<file path="src/vlda_pkg.sv">
// Shared types, constants and helper functions of the voxel label downsampler.
package vlda_pkg;

    localparam int unsigned LAT_XY      = 96;
    localparam int unsigned LAT_Z       = 48;
    localparam int unsigned SRC_MAX     = 1024;
    localparam int unsigned LAT_DEPTH   = LAT_XY * LAT_XY * LAT_Z;
    localparam int unsigned LAT_AW      = $clog2(LAT_DEPTH);
    localparam int unsigned PAL_DEPTH   = 256;

    typedef enum logic [1:0] {
        ACT_BEGIN = 2'd0,
        ACT_CELL  = 2'd1,
        ACT_PAL   = 2'd2,
        ACT_EMIT  = 2'd3
    } t_action;

    typedef enum logic [1:0] {
        REG_SIZE_X = 2'd0,
        REG_SIZE_Y = 2'd1,
        REG_SIZE_Z = 2'd2,
        REG_PAL_SZ = 2'd3
    } t_reg_idx;

    typedef struct packed {
        logic [1:0] action;
        logic       room_valid;
        logic [7:0] room_id;
        logic [7:0] palette_index;
        logic [7:0] color_red;
        logic [7:0] color_green;
        logic [7:0] color_blue;
        logic [7:0] color_alpha;
    } t_in_item;

    typedef struct packed {
        logic [9:0] pixel_x;
        logic [9:0] pixel_y;
        logic [7:0] out_blue;
        logic [7:0] out_green;
        logic [7:0] out_red;
        logic [7:0] out_alpha;
        logic       last_pixel;
    } t_out_item;

    // request to the shared multiply-add unit: res = a * b + c
    typedef struct packed {
        logic        en;
        logic [12:0] a;
        logic [6:0]  b;
        logic [6:0]  c;
    } t_mac_req;

    // control of one axis block tracker
    typedef struct packed {
        logic init;
        logic step;
    } t_axis_ctl;

    // number of tiles across: ceil(sqrt(lz))
    function automatic logic [2:0] f_tiles_x(input logic [5:0] lz);
        logic [2:0] t;
        t = 3'd1;
        for (int k = 1; k < 7; k++) begin
            if (k * k < int'(lz)) t = 3'(k + 1);
        end
        return t;
    endfunction

    // number of tiles down: ceil(lz / tx)
    function automatic logic [2:0] f_tiles_y(input logic [5:0] lz, input logic [2:0] tx);
        logic [2:0] t;
        t = 3'd1;
        for (int k = 1; k < 7; k++) begin
            if (k * int'(tx) < int'(lz)) t = 3'(k + 1);
        end
        return t;
    endfunction

endpackage

</file>
<file path="src/vlda_axis.sv">
// Incremental block index tracker for one source axis: q = ((c+1)*L-1)/S.
module vlda_axis (
    input  logic                i_clk,
    input  logic                i_rst_n,
    input  logic [10:0]         i_size,
    input  logic [6:0]          i_lat,
    input  vlda_pkg::t_axis_ctl i_ctl,
    output logic [6:0]          o_block,
    output logic                o_wrap
);
    logic [9:0]  r_c;
    logic [9:0]  r_r;
    logic [6:0]  r_q;
    logic [10:0] n_sum;

    assign n_sum  = 11'(r_r) + 11'(i_lat);
    assign o_wrap = ((11'(r_c) + 11'd1) == i_size);

    always_ff @(posedge i_clk) begin
        if (!i_rst_n) begin
            r_c <= '0;
            r_r <= '0;
            r_q <= '0;
        end else if (i_ctl.init || (i_ctl.step && o_wrap)) begin
            r_c <= '0;
            r_r <= 10'(i_lat) - 10'd1;
            r_q <= '0;
        end else if (i_ctl.step) begin
            r_c <= r_c + 10'd1;
            if (n_sum >= i_size) begin
                r_r <= 10'(n_sum - i_size);
                r_q <= r_q + 7'd1;
            end else begin
                r_r <= 10'(n_sum);
            end
        end
    end

    assign o_block = r_q;
endmodule

</file>
<file path="config.mk">
export PLATFORM = sky130hd
export DESIGN_NAME = vlda_axis
export DESIGN_NICKNAME = d
export VERILOG_FILES = /design/src/vlda_pkg.sv /design/src/vlda_axis.sv
export SDC_FILE = /design/constraint.sdc
export NUM_CORES = 1
export LEC_CHECK = 0
export ABC_AREA = 0
export BUFFER_PORTS_ARGS = -buffer_cell sky130_fd_sc_hd__buf_4
export CORE_MARGIN = 4
export CORE_UTILIZATION = 35
export DETAILED_ROUTE_END_ITERATION = 7
export SKIP_LAST_GASP = 1
export SLEW_MARGIN = 20
export SYNTH_ARGS = -nofsm -noshare
export SYNTH_HDL_FRONTEND = slang
export SYNTH_SLANG_ARGS = --single-unit
</file>
<file path="constraint.sdc">
create_clock -name i_clk -period 5.75 [get_ports i_clk]
set_clock_uncertainty 0.1 [all_clocks]
set_input_delay 0.8625 -clock i_clk [delete_from_list [all_inputs] [get_ports i_clk]]
set_output_delay 0.8625 -clock i_clk [all_outputs]
set_load 0.02 [all_outputs]
</file>
Word level (Yosys, flattened, before mapping) --
Index checks and enable logic that the tools add are counted.
Storage, ports and cells: register bits 27, bits of input ports 22, word-level logic and storage cells 20
Operators by class: $add $sub $neg 6, order comparisons 1, equality and inequality tests 1, multiplexer cells 3, bitwise logic cells 1, reductions and logical operators 5
Operator list (number):
- 10-bit two-way mux | 3
- 10-bit by 1-bit adder with 11-bit output (second input constant) | 1
- 10-bit by 7-bit adder with 11-bit output | 1
- 11-bit == test | 1
- 11-bit greater-or-equal comparator | 1
- 10-bit by 1-bit adder with 10-bit output (second input constant) | 1
- 10-bit subtractor | 1
- 7-bit by 1-bit subtractor with 8-bit output (second input constant) | 1
- 7-bit by 1-bit adder with 7-bit output (second input constant) | 1
- 2-bit AND reduction | 1
- 2-bit nonzero test | 1
- 2-bit OR reduction | 1
- 1-bit logical AND | 1
- 1-bit logical OR | 1
- 1-bit NOT | 1

Longest topological paths before layout --
word-level depth 5, mapped depth 17

Least setup slack after synthesis --
Ideal clock, no wire load.
path kind input port to flip-flop, start input port i_lat[0], end register r_r[7], data arrival time 3.652 ns, data required time 5.563 ns, path slack 1.911 ns, stages on the path 16, path buffers 1, cells stage by stage ha_1 > inv_1 > fa_1 > nor2b_1 > o21a_1 > o21a_1 > nor2_1 > ha_1 > inv_1 > nor2_1 > nor4b_1 > o21ai_1 > and2_1 > buf_1 > mux2i_1 > o31ai_1
On the way: cells in the longest elaborated chain, start to end 5, elaborated cells between the ends (all ways) 7, classes of those cells add/sub (3); order compare (1); mux (3)
RTL lines:
- start: declaration | RTL line vlda_axis.sv:6 | input logic [6:0] i_lat,
- 10-bit by 7-bit adder with 11-bit output | RTL line vlda_axis.sv:16 | assign n_sum = 11'(r_r) + 11'(i_lat);
- 10-bit subtractor or 11-bit greater-or-equal comparator (tied branches) | RTL line vlda_axis.sv:31, vlda_axis.sv:30
- 10-bit two-way mux | RTL line vlda_axis.sv:30 | if (n_sum >= i_size) begin
- 10-bit two-way mux | RTL line vlda_axis.sv:28 | end else if (i_ctl.step) begin
- 10-bit two-way mux * | RTL line vlda_axis.sv:24 | end else if (i_ctl.init || (i_ctl.step && o_wrap)) begin
- end signal: assignment | RTL line vlda_axis.sv:26 | r_r <= 10'(i_lat) - 10'd1;
- end signal: assignment | RTL line vlda_axis.sv:31 | r_r <= 10'(n_sum - i_size);
- end signal: assignment | RTL line vlda_axis.sv:34 | r_r <= 10'(n_sum);
- end: declaration | RTL line vlda_axis.sv:12 | logic [9:0] r_r;
Mark *: on every way between the ends. The rest lies on a longest branch, timed or not. The select of a mux whose other input is x is not followed. A chain may end at the register's enable or synchronous reset.

Worst setup path after layout --
start input port i_lat[0], end register r_q[6], in the netlist o_block[6]
On the way: cells in the longest elaborated chain, start to end 3
RTL lines:
- 10-bit by 7-bit adder with 11-bit output | RTL line vlda_axis.sv:16
- 11-bit greater-or-equal comparator | RTL line vlda_axis.sv:30
- 2-bit AND reduction (no source line)
- end signal: assignment | RTL line vlda_axis.sv:32 | r_q <= r_q + 7'd1;
- end: declaration | RTL line vlda_axis.sv:13 | logic [6:0] r_q;
No other way between the ends.

==> qor.txt <==
IO Count: 30
Final Max Tran Viols: 0
CP top delay family: compound AO/OA/AOI/OAI gates
Status: finished clean
Via count: 2507
Hold path depth: 2
Setup tns final: 0 ns
Initial Util: 35.9%
Layout cell share with drive strength beyond 1: 11.9%
First-pass iteration count of the detailed router: 4
CTS Hold Bufs: 0
CTS buffer count: 3
Port bufs: 29
Final Wtd Congestion: 0.913
Vias in the first global route: 2354
Final setup viols: 0
Worst Hold Class: flop to flop
Crit-path cells: buf_4 > ha_1 > inv_1 > fa_1 > nor2b_1 > o21a_1 > o21a_1 > o221ai_1 > o211ai_1 > ha_1 > a21o_1 > a21o_1 > nor2_1 > o21ai_1 > nand3_1 > or3_1 > a21oi_1
Worst-path clk slew: 0.11 ns
Async S/R FF share, synth: 0%
Max Cap Viol: 0
Number of remaining DRC errors: 0
Critical path startpoint category: input pin
Max incr delay on CP: 0.45 ns
Nets@finish: 415
Critical path required time: 5.87 ns
WS Path Type: input pin to flop
Syn Inst Count: 350
# rows: 32
Dominant cell type by area after synthesis: dfxtp_1
CP max-delay cell: o21ai_1
Worst Path Max Fanout: 12
Initial DRC count: 92
Final Critical Period: 4.32 ns
CP Buf/Inv Count: 2
Wire per inst: 14.1 um
Top Layer Used: met4
Met2 routed WL: 2980 um
H-Tree Level Count: 1
Initial antenna violation count: 0
WL final: 6630 um
Worst VDD drop: 0.111 mV
Leak pwr: 1.24 nW
Die Y: 97.1 um
Total GRT Usage: 13.9%
Post_cts resized: 0
CTS tree: built
Fillers: 816
Clock Latency Late Sink: 0.28 ns
Routed Antenna Nets: 0
Via density: 5.32
Critical path endpoint category: flop
Syn. warnings: 0
Arr. time, crit path: 4.44 ns
GRT overflow: 0
Sequential area share after synthesis: 19.5%
Reg2Reg Depth: 16
HPWL after detailed placement: 5310 um
Setup slack, reg-to-reg: 1.73 ns
Final period utilization: 75.2%
Die ar.: 9420 um2
Synth Register Bits: 27
WHS: 0.399 ns
First-pass GRT wire length: 11100 um
Core ar.: 7730 um2
Met3 WL post-DR: 170 um
Pwr/cell area: 206 nW/um2
Slew @ Worst Pin: 0.839 ns
Worst slew margin: 43.7%
Pin count of the biggest net entering global routing: 21
Top_reg_cell synth: dfxtp_1
Clk root buf: clkbuf_8
Synth area leaders: dfxtp_1 19%, ha_1 9.5%, xnor2_1 7.9%
Clock tree buffer depth: 2
Met1 wire length: 3460 um
N_diodes: 0
Stages on the worst setup path: 17
RSZ-0062 raised after global routing: false
Netlist cell types: 59
Syn Nets: 395
Post-CTS setup buffers: 0
Highest clock rate: 231 MHz
Area growth, synth to finish: 9.82%
CTS Sinks: 27
Die Width: 97.1 um
Post-synth EDFFs: 0
Avg Inst Size Synth: 7.93 um2
Final Hold Violating Endpoints: 0
Area of the multi-input gates: 2020 um2
Cell area after synthesis: 2780 um2
Share of the synthesized area in the top cell type: 19.5%
FF+latch area: 541 um2
path summary, 6_finish.rpt:
| path | from | to |
|---|---|---|
| max | i_lat[0] | o_block[6]$_SDFFE_PP0P_ |
| min | r_r[3]$_SDFFE_PN0P_ | r_r[3]$_SDFFE_PN0P_ |
| max reg2reg | r_r[0]$_SDFFE_PN0P_ | o_block[6]$_SDFFE_PP0P_ |
| min reg2reg | r_r[3]$_SDFFE_PN0P_ | r_r[3]$_SDFFE_PN0P_ |
report_power, final:
| group | switching (W) | internal, W | total [W] |
|---|---|---|---|
| clock | 0.0000681 | 0.0000494 | 0.000117 |
| combinational | 0.000177 | 0.000131 | 0.000309 |
| sequential | 0.00000695 | 0.000195 | 0.000202 |
| total | 0.000252 | 0.000375 | 0.000628 |
kinds of logic (layout without fill, tap and decap cells):
| family | Yosys count | after routing | synth area share [%] |
|---|---|---|---|
| adder cells (fa/ha/maj) | 23 | 23 | 10.9 |
| AO/OA/AOI/OAI | 77 | 77 | 20.0 |
| buffers and inverters | 39 | 58 | 7.75 |
| AND/OR/NAND/NOR | 131 | 131 | 24.7 |
| multiplexers | 9 | 9 | 3.24 |
| flip-flops | 27 | 27 | 19.5 |
| XOR/XNOR | 44 | 44 | 13.9 |
per-stage QoR:
stage	instance area, um2	utilization, %	power (W)	instances	setup slack, ns
after CTS	3050	39.5	0.000632	471	1.46
after detailed placement	3000	38.8	0.000513	467	1.17
after global placement	3000	38.8	0.000510	467	1.25
after floorplan	2780	-	0.000450	350	1.91
final	3050	39.5	0.000628	471	1.43
after global routing	3050	39.5	0.000677	471	1.09
worst register-to-register path: cells and delay by family, from the launching register on:
kind,cells,cell delay (ns)
and+or+nand+nor,4,0.90
buffers and inverters,1,0.05
AOI/OAI and AO/OA,8,1.68
adders and majority gates,3,0.86
DFF,1,0.36
layout by cell type (no fill, tap or decap), types with 3 or more instances in the layout:
cell type,n
a21o_1,4
a21oi_1,18
a2bb2oi_1,4
and2_1,4
and3_1,4
buf_4,29
clkbuf_8,3
dfxtp_1,27
ha_1,21
inv_1,25
mux2i_1,9
nand2_1,16
nand2b_1,4
nand3_1,24
nand4_1,12
nor2_1,35
nor3_1,9
o2111ai_1,3
o211ai_1,4
o21a_1,4
o21ai_0,13
o221ai_1,5
o22ai_1,3
or3_1,4
xnor2_1,25
xor2_1,19
synth_stat cells, drive strengths merged, types with 12 or more instances:
| master | n |
|---|---|
| a21oi | 19 |
| ha | 21 |
| inv | 25 |
| dfxtp | 27 |
| o21ai | 14 |
| nand3 | 25 |
| nor2 | 35 |
| nand4 | 12 |
| xor2 | 19 |
| xnor2 | 25 |
| nand2 | 17 |
area by class of cell:
class	count	share of cell area (%)
Multi-Input combinational cell	284	66.3
Sequential cell	27	17.7
Timing Repair Buffer	29	7.14
Tap cell	102	4.19
Inverter	25	3.08
Clock buffer	3	1.35
Clock inverter	1	0.246
routing by layer:
layer	GRT usage, %	vias up
met5	0	-
met1	19.8	1176
met4	1.73	0
li1	-	1299
met2	22.7	30
met3	2.15	2
registers in the layout, indices dropped and copies added (netlist names):
| signal | flops |
|---|---|
| r_r | 10 |
| o_block | 7 |
| r_c | 10 |
(Power assumes the default switching activity.)
