## src/vlda_pkg.sv

```systemverilog
// Shared types, constants and helper functions of the voxel label downsampler.
package vlda_pkg;

    localparam int unsigned LAT_XY      = 96;
    localparam int unsigned LAT_Z       = 48;
    localparam int unsigned SRC_MAX     = 1024;
    localparam int unsigned LAT_DEPTH   = LAT_XY * LAT_XY * LAT_Z;
    localparam int unsigned LAT_AW      = $clog2(LAT_DEPTH);
    localparam int unsigned PAL_DEPTH   = 256;

    typedef enum logic [1:0] {
        ACT_BEGIN = 2'd0,
        ACT_CELL  = 2'd1,
        ACT_PAL   = 2'd2,
        ACT_EMIT  = 2'd3
    } t_action;

    typedef enum logic [1:0] {
        REG_SIZE_X = 2'd0,
        REG_SIZE_Y = 2'd1,
        REG_SIZE_Z = 2'd2,
        REG_PAL_SZ = 2'd3
    } t_reg_idx;

    typedef struct packed {
        logic [1:0] action;
        logic       room_valid;
        logic [7:0] room_id;
        logic [7:0] palette_index;
        logic [7:0] color_red;
        logic [7:0] color_green;
        logic [7:0] color_blue;
        logic [7:0] color_alpha;
    } t_in_item;

    typedef struct packed {
        logic [9:0] pixel_x;
        logic [9:0] pixel_y;
        logic [7:0] out_blue;
        logic [7:0] out_green;
        logic [7:0] out_red;
        logic [7:0] out_alpha;
        logic       last_pixel;
    } t_out_item;

    // request to the shared multiply-add unit: res = a * b + c
    typedef struct packed {
        logic        en;
        logic [12:0] a;
        logic [6:0]  b;
        logic [6:0]  c;
    } t_mac_req;

    // control of one axis block tracker
    typedef struct packed {
        logic init;
        logic step;
    } t_axis_ctl;

    // number of tiles across: ceil(sqrt(lz))
    function automatic logic [2:0] f_tiles_x(input logic [5:0] lz);
        logic [2:0] t;
        t = 3'd1;
        for (int k = 1; k < 7; k++) begin
            if (k * k < int'(lz)) t = 3'(k + 1);
        end
        return t;
    endfunction

    // number of tiles down: ceil(lz / tx)
    function automatic logic [2:0] f_tiles_y(input logic [5:0] lz, input logic [2:0] tx);
        logic [2:0] t;
        t = 3'd1;
        for (int k = 1; k < 7; k++) begin
            if (k * int'(tx) < int'(lz)) t = 3'(k + 1);
        end
        return t;
    endfunction

endpackage

```

## src/vlda_mac.sv

```systemverilog
// Shared multiply-add unit with registered result.
module vlda_mac (
    input  logic                              i_clk,
    input  vlda_pkg::t_mac_req                i_req,
    output logic [vlda_pkg::LAT_AW-1:0]       o_res
);
    logic [vlda_pkg::LAT_AW-1:0] r_res;
    logic [19:0]                 n_prod;

    assign n_prod = 20'(i_req.a) * 20'(i_req.b) + 20'(i_req.c);

    always_ff @(posedge i_clk) begin
        if (i_req.en) r_res <= vlda_pkg::LAT_AW'(n_prod);
    end

    assign o_res = r_res;
endmodule

```

## config.mk

```make
export PLATFORM = sky130hd
export DESIGN_NAME = vlda_mac
export DESIGN_NICKNAME = d
export VERILOG_FILES = /design/src/vlda_pkg.sv /design/src/vlda_mac.sv
export SDC_FILE = /design/constraint.sdc
export NUM_CORES = 1
export LEC_CHECK = 0
export ABC_CLOCK_PERIOD_IN_PS = 5500
export BUFFER_PORTS_ARGS = -buffer_cell sky130_fd_sc_hd__buf_4
export CAP_MARGIN = 10
export CORE_MARGIN = 1
export CORE_UTILIZATION = 55
export CTS_CLUSTER_SIZE = 40
export DETAILED_ROUTE_END_ITERATION = 12
export PLACE_DENSITY_LB_ADDON = 0.2
export SLEW_MARGIN = 20
export SYNTH_ARGS = -nofsm -noshare
export SYNTH_HDL_FRONTEND = slang
export SYNTH_SLANG_ARGS = --single-unit
```

## constraint.sdc

```tcl
create_clock -name i_clk -period 5.5 [get_ports i_clk]
set_input_delay 0.55 -clock i_clk [delete_from_list [all_inputs] [get_ports i_clk]]
set_output_delay 0.55 -clock i_clk [all_outputs]
set_load 0.1 [all_outputs]
```

---- Word-level counts from Yosys, hierarchy flattened ----
Index checks and enable logic that the tools add are counted.
operators by class
  add/sub/neg operators ................... 1
  $mul .................................... 1
operators with widths
  cell                                           count
  19-bit by 7-bit adder with 19-bit output       1
  13-bit by 7-bit multiplier with 19-bit output  1
storage, ports and cells
  flip-flop bits (word level) ............. 19
  output and inout bits ................... 19
  logic and storage cells ................. 3
  bits of input ports ..................... 29

---- Depth between registers and ports, before layout ----
Gate-level depths: netlist (run 1).
  depth in word-level cells ............... 2
  depth in mapped cells ................... 17

---- Worst setup path after synthesis (run 1) ----
Ideal clock, no wire load.
  kind .................................... input to register
  from .................................... in i_req[10] (netlist name)
  to ...................................... reg r_res (netlist bit o_res[13]) (data pin)
  data required time ...................... 5.244 ns
  arrival ................................. 4.465 ns
  stages .................................. 16
  buffers on the path ..................... 1
  setup slack ............................. 0.779 ns
  cell sequence ........................... clkbuf_1 > and2_1 > fa_1 > inv_1 > fa_1 > inv_1 > fa_1 > inv_1 > fa_1 > inv_1 > ha_1 > and2_4 > a221o_1 > o21ba_1 > or4_1 > o211a_1
between the ends
  word-level cells in the longest chain between the ends .. 2
RTL lines
  element                                        line            text
  from (decl)                                    vlda_mac.sv:4   input vlda_pkg::t_mac_req i_req,
  13-bit by 7-bit multiplier with 19-bit output  vlda_mac.sv:10  assign n_prod = 20'(i_req.a) * 20'(i_req.b) + 20'(i_req.c);
  19-bit by 7-bit adder with 19-bit output       vlda_mac.sv:10
  via n_prod[13]                                 vlda_mac.sv:8   logic [19:0] n_prod;
  to (signal assigned)                           vlda_mac.sv:13  if (i_req.en) r_res <= vlda_pkg::LAT_AW'(n_prod);
  to (decl)                                      vlda_mac.sv:7   logic [vlda_pkg::LAT_AW-1:0] r_res;
The timed path passes the listed nets, and every way through them passes these cells.
A chain may end at the register's enable or synchronous reset.

---- Worst setup path in the final report (run 1) ----
  from .................................... in i_req[8] (netlist name)
  to ...................................... reg r_res (netlist bit o_res[13]) (data pin)
The elaborated chain is that of the path after synthesis.

==> results of run 1 <==
## stage by stage
stage          power [mW]  hold slack, ns  utilization (%)
2_1_floorplan       1.826          0.6625                -
3_3_place_gp        2.105          0.8677            62.84
3_5_place_dp        2.137          0.8629            62.84
4_1_cts             2.251          0.5903            63.52
5_1_grt             2.426          0.5999            63.52
6_report            2.237          0.5884            63.52
## cell type report
| class | instances | area share, % |
|---|---|---|
| multi-input cells | 293 | 67.09 |
| flip-flops and latches | 19 | 13.22 |
| repair buffers | 47 | 8.176 |
| inverters | 88 | 7.654 |
| well taps | 96 | 2.783 |
| clock buffers | 3 | 0.9568 |
| clock inverters | 1 | 0.1160 |
## cells by family (layout without fill, tap and decap cells)
group | count (synthesis) | after routing | synth area share, %
buffers and inverters | 99 | 139 | 10.27
XOR/XNOR | 15 | 15 | 3.401
flip-flops | 19 | 19 | 14.77
AO/OA/AOI/OAI | 42 | 42 | 7.159
AND/OR/NAND/NOR | 129 | 129 | 18.24
multiplexers | 3 | 3 | 0.8098
adder cells (fa/ha/maj) | 104 | 104 | 45.35
## Yosys cell counts (2+ instances only)
master	number
inv_1	88
and2_1	63
fa_1	60
ha_1	44
nand2_1	40
edfxtp_1	19
a21oi_1	17
xnor2_1	12
clkbuf_1	8
o21ai_0	8
nor2_1	5
nand3_1	4
nand2b_1	3
o211a_1	3
xor2_1	3
a21o_2	2
a221o_1	2
buf_6	2
mux2i_1	2
nand4_1	2
o211ai_1	2
## how the worst min path moves through the flow
| stage | from | to | slack (ns) | depth (start not counted) |
|---|---|---|---|---|
| floorplan | i_req[27] | o_res[0]$_DFFE_PP_ | 0.66 | 0 |
| global placement | i_req[0] | o_res[0]$_DFFE_PP_ | 0.87 | 2 |
| detailed placement | i_req[0] | o_res[0]$_DFFE_PP_ | 0.86 | 2 |
| CTS | i_req[0] | o_res[0]$_DFFE_PP_ | 0.59 | 2 |
| global route | i_req[0] | o_res[0]$_DFFE_PP_ | 0.60 | 2 |
| finish | i_req[0] | o_res[0]$_DFFE_PP_ | 0.59 | 2 |
## layout by cell type, fill, tap and decap left out, types with 8 or more instances in the layout
| master | n |
|---|---|
| buf_4 | 47 |
| nand2_1 | 40 |
| o21ai_0 | 8 |
| edfxtp_1 | 19 |
| fa_1 | 60 |
| a21oi_1 | 17 |
| and2_1 | 63 |
| inv_1 | 88 |
| ha_1 | 44 |
| xnor2_1 | 12 |
## report_power, final
group	switching, mW	internal [mW]	total, mW	leakage (nW)
logic	1.20	0.630	1.83	2.01
registers	0.0156	0.287	0.303	0.185
clock network	0.0503	0.0505	0.101	0.0255
total	1.27	0.968	2.24	2.23
## routing by layer
| metal | wire [um] | GRT usage [%] | vias up |
|---|---|---|---|
| li1 | - | - | 1363 |
| met1 | 3104 | 27.73 | 1461 |
| met2 | 4092 | 40.44 | 56 |
| met3 | 230 | 2.791 | 10 |
| met4 | 110 | 4.091 | 0 |
| met5 | 0 | 0 | - |
==> flow_summary_export.csv, run 1 <==
group,metric,value,unit
yosys,yosysSeqAreaShare,14.77,%
final_layout,seqCellArea,570.5,um2
setup_path,end_kind,"register",
global_route,grtUsageTotal,21.91,%
clock_network,cts_sinks,19,
setup_path,critPathKind,"in -> reg",
clock_network,root_buffer,"clkbuf_8",
floorplan,boundaryPins,48,
clock_network,cts_made_buffers,3,
yosys,synth_edf_count,19,
global_route,grt_pass1_wl,12900,um
final_layout,nets,585,
yosys,synthesis.instances,411,
hold_path,hold_path.class,"in -> reg",
yosys,yosys_warnings,0,
placement,dp.cells,543,
floorplan,start_util,56.85,%
yosys,synth.top_cells.by_area,"fa_1, edfxtp_1, ha_1",
global_route,overflow,0,
setup_path,max_stage_delay,0.53,ns
clock_network,cts.clk_slew.worst_paths,0.08,ns
setup_path,worst-path-stages,16,
floorplan,die_h,85.80,um
pwr,peakVddDrop,0.3727,mV
yosys,syn_nets,544,
floorplan,die-area,0.007362,mm2
pwr,leakage,2.225,nW
timing,fin_crit_sh,85.54,%
yosys,avgSynthCellArea,9.398,um2
routing,post-route-drc-count,0,
setup_path,critPathTopFamily,"adder cells",
global_route,antenna_found_initial,0,
placement,placed_area,0.004269,mm2
placement,pre_cts_slack,0.5340,ns
timing,setup_tns,0,ns
final_layout,multi_input_area,0.002895,mm2
setup_path,cp_max_fo,13,
setup_path,critPathRequiredTime,5.52,ns
yosys,synth.ff_latch_count,19,
yosys,yosys.area.top_type,"fa_1",
routing,drtIter0Drc,92,
yosys,syn_area,0.003862,mm2
yosys,synth_top_area_share,31.10,%
routing,via_count,2890,
final_layout,final_cell_area,0.004315,mm2
clock_network,post-cts-setup-buffer-count,0,
routing,ant_nets,0,
timing,fin_ws,0.7955,ns
timing,tightest_slew,0.5167,ns
placement,place_congestion,0.9210,
setup_path,cp_cell_sequence,"buf_4, and2_1, fa_1, inv_1, fa_1, inv_1, fa_1, inv_1, fa_1, inv_1, ha_1, and2_4, a221o_1, o21ba_1, or4_1, o211a_1",
pwr,pwr_density_cell,518.4,mW/mm2
clock_network,cts_tree,"built",
global_route,grt_pass1_vias,2910,
placement,portBuffers,47,
clock_network,cts.repair.resized,0,
placement,post-dp-hpwl,6339,um
setup_path,cp_slowest_cell,"fa_1",
timing,setup_viol_count_final,0,
yosys,synthDistinctLibCells,43,
timing,min_period,4.705,ns
floorplan,num_rows,30,
final_layout,area_delta_synth_final,11.73,%
global_route,grt_start_max_net_pins,20,
setup_path,arrival,4.73,ns
clock_network,cts_max_level,1,
flow_run,maxCapViolations,0,
timing,slew_headroom,65.55,%
yosys,ys.flop_type,"edfxtp_1",
floorplan,coreArea,0.006794,mm2
timing,max_freq,212.6,MHz
final_layout,fill_cells,582,
outcome,status,"finished clean",
yosys,async_reset_ff_share,0,%
routing,viasPerCell,5.283,
setup_path,crit_end,"o_res[13]$_DFFE_PP_",
final_layout,antenna_cells,0,
timing,hold_viol,0,
timing,maxSlewViolCount,0,
final_layout,layout-drive-gt1-share,13.08,%
final_layout,largest_reg_flops,19,
final_layout,layout.cells.non_filler,547,
routing,wl_per_cell,13.78,um
clock_network,cts_max_path_buffers,2,
setup_path,startpoint,"i_req[8]",
clock_network,hold_buffers,0,
timing,rsz0062_at_grt,"no",
floorplan,die_w,85.80,um
setup_path,path_buf_inv,5,
setup_path,start_kind,"primary input",
routing,detail_route.first_pass.iterations,4,
routing,wl,7537,um
Note: power is estimated with default switching activity, not from simulation.
==> run 2: changes to the inputs <==
--- a/config.mk
+++ b/config.mk
@@ -5,13 +5,14 @@
 export SDC_FILE = /design/constraint.sdc
 export NUM_CORES = 1
 export LEC_CHECK = 0
-export ABC_CLOCK_PERIOD_IN_PS = 5500
+export ABC_CLOCK_PERIOD_IN_PS = 5340
 export BUFFER_PORTS_ARGS = -buffer_cell sky130_fd_sc_hd__buf_4
 export CAP_MARGIN = 10
 export CORE_MARGIN = 1
 export CORE_UTILIZATION = 55
 export CTS_CLUSTER_SIZE = 40
 export DETAILED_ROUTE_END_ITERATION = 12
+export MAX_ROUTING_LAYER = met4
 export PLACE_DENSITY_LB_ADDON = 0.2
 export SLEW_MARGIN = 20
 export SYNTH_ARGS = -nofsm -noshare
==> constraint.sdc (replaced) <==
create_clock -name i_clk -period 5.34 [get_ports i_clk]
set_input_delay 0.534 -clock i_clk [delete_from_list [all_inputs] [get_ports i_clk]]
set_output_delay 0.534 -clock i_clk [all_outputs]
set_load 0.1 [all_outputs]
==> run 2 against run 1 <==
Cell count is the same. Largest cell class unchanged. Power grew 2.1%. Routed wire length shrank 2.2%. Largest power group unchanged. Global-route usage grew 0.33 points. Die area is the same. Hold slack lost 0.0055 ns. First-iteration DRC count grew 74%. Via count shrank 0.52%. Highest routed layer unchanged. Count of clock-buffer cells in the layout is the same. Clock power shrank 4%. Core utilization is the same.
==> flow_summary_export.csv, run 2 (synthesized netlist as in run 1, its figures left out) <==
group,metric,value,unit
outcome,status,"finished clean",
clock_network,cts_sinks,19,
setup_path,critPathRequiredTime,5.35,ns
timing,hold_viol,0,
final_layout,layout.cells.non_filler,547,
clock_network,cts_max_path_buffers,2,
setup_path,start_kind,"primary input",
routing,ant_nets,0,
final_layout,antenna_cells,0,
pwr,comb_power_share,82.0,%
clock_network,cts.repair.resized,0,
floorplan,die_w,85.80,um
timing,setup_tns,0,ns
global_route,grt_pass1_wl,12700,um
clock_network,cts.clk_slew.worst_paths,0.07,ns
timing,fin_crit_sh,87.69,%
final_layout,largest_reg_flops,19,
final_layout,nets,585,
routing,wl,7373,um
floorplan,boundaryPins,48,
final_layout,final_cell_mix,"inv_1, and2_1, fa_1, buf_4, ha_1",
timing,min_period,4.683,ns
pwr,pwr-share-seq,13.7,%
pwr,p_sw_share,56.49,%
floorplan,num_rows,30,
pwr,leakage,2.225,nW
clock_network,cts_made_buffers,3,
timing,rsz0062_at_grt,"no",
pwr,peakVddDrop,0.3758,mV
global_route,grt_start_max_net_pins,20,
setup_path,critPathKind,"in -> reg",
routing,via_count,2875,
routing,post-route-drc-count,0,
pwr,p_total,2.283,mW
final_layout,layout_commonest_cell,"inv_1",
clock_network,hold_buffers,0,
final_layout,layout-drive-gt1-share,13.08,%
global_route,grt_pass1_vias,2806,
global_route,overflow,0,
routing,drtIter0Drc,160,
clock_network,cts_max_level,1,
routing,detail_route.first_pass.iterations,4,
pwr,pwr_density_cell,529.1,mW/mm2
timing,slew_headroom,72.09,%
hold_path,hold_path.class,"in -> reg",
timing,tightest_slew,0.4186,ns
timing,maxSlewViolCount,0,
floorplan,die-area,0.007362,mm2
setup_path,arrival,4.69,ns
placement,dp.cells,543,
setup_path,cp_max_fo,13,
global_route,grtUsageTotal,22.23,%
final_layout,fill_cells,595,
floorplan,start_util,56.85,%
floorplan,coreArea,0.006794,mm2
placement,place_congestion,0.9490,
pwr,switchingPower,1.290,mW
pwr,internal-power,0.9933,mW
routing,wl_per_cell,13.48,um
timing,max_freq,213.5,MHz
global_route,antenna_found_initial,0,
final_layout,area_delta_synth_final,11.73,%
clock_network,root_buffer,"clkbuf_8",
clock_network,post-cts-setup-buffer-count,0,
timing,setup_viol_count_final,0,
floorplan,die_h,85.80,um
routing,viasPerCell,5.256,
flow_run,maxCapViolations,0,
clock_network,cts_tree,"built",
setup_path,end_kind,"register",
pwr,pwr-share-clk,4.3,%
placement,post-dp-hpwl,6267,um
placement,portBuffers,47,
[run 2: cell counts in the layout (fill, tap and decap cells not counted)]
Identical to the previous run, type by type.
[run 2: worst paths after layout]
check  startpoint                  end  cells past startpoint  slack [ns]
max      i_req[8]  o_res[13]$_DFFE_PP_                     16        0.66
min      i_req[0]   o_res[0]$_DFFE_PP_                      2        0.58
[run 2: area by class of cell]
class                   instances  area, um2  area share (%)
flip-flops and latches         19      570.5           13.22
inverters                      88      330.3           7.654
well taps                      96      120.1           2.783
clock inverters                 1      5.005          0.1160
clock buffers                   3      41.29          0.9568
repair buffers                 47      352.8           8.176
multi-input cells             293       2895           67.09
[run 2: stage by stage]
| step | area [um2] | hold WS (ns) | util [%] | worst slack (ns) |
|---|---|---|---|---|
| 5_1_grt | 4315 | 0.5963 | 63.52 | 0.5126 |
| 3_3_place_gp | 4269 | 0.8521 | 62.84 | 0.4390 |
| 6_report | 4315 | 0.5829 | 63.52 | 0.6571 |
| 4_1_cts | 4315 | 0.5859 | 63.52 | 0.6592 |
| 3_5_place_dp | 4269 | 0.8544 | 62.84 | 0.4001 |
| 2_1_floorplan | 3862 | 0.6465 | - | 0.6348 |
[run 2: critical path, stage by stage]
cell	delay, ns
buf_4	0.16
and2_1	0.18
fa_1	0.53
inv_1	0.05
fa_1	0.52
inv_1	0.05
fa_1	0.47
inv_1	0.05
fa_1	0.48
inv_1	0.04
ha_1	0.34
and2_4	0.18
a221o_1	0.34
o21ba_1	0.22
or4_1	0.40
o211a_1	0.14
[run 2: per-layer routing]
metal	GRT usage [%]	routed length (um)
met5	-	0
met3	2.599	200
met2	39.05	4003
met1	28.30	3075
met4	3.485	93
[run 2: power groups by stage]
stage / combinational (mW) / clock, mW / sequential [mW]
after global routing: 2.06 / 0.107 / 0.320
after detailed placement: 1.88 / 0 / 0.319
after global placement: 1.85 / 0 / 0.317
after CTS: 1.89 / 0.102 / 0.315
after floorplan: 1.09 / 0 / 0.794
final: 1.87 / 0.0971 / 0.314
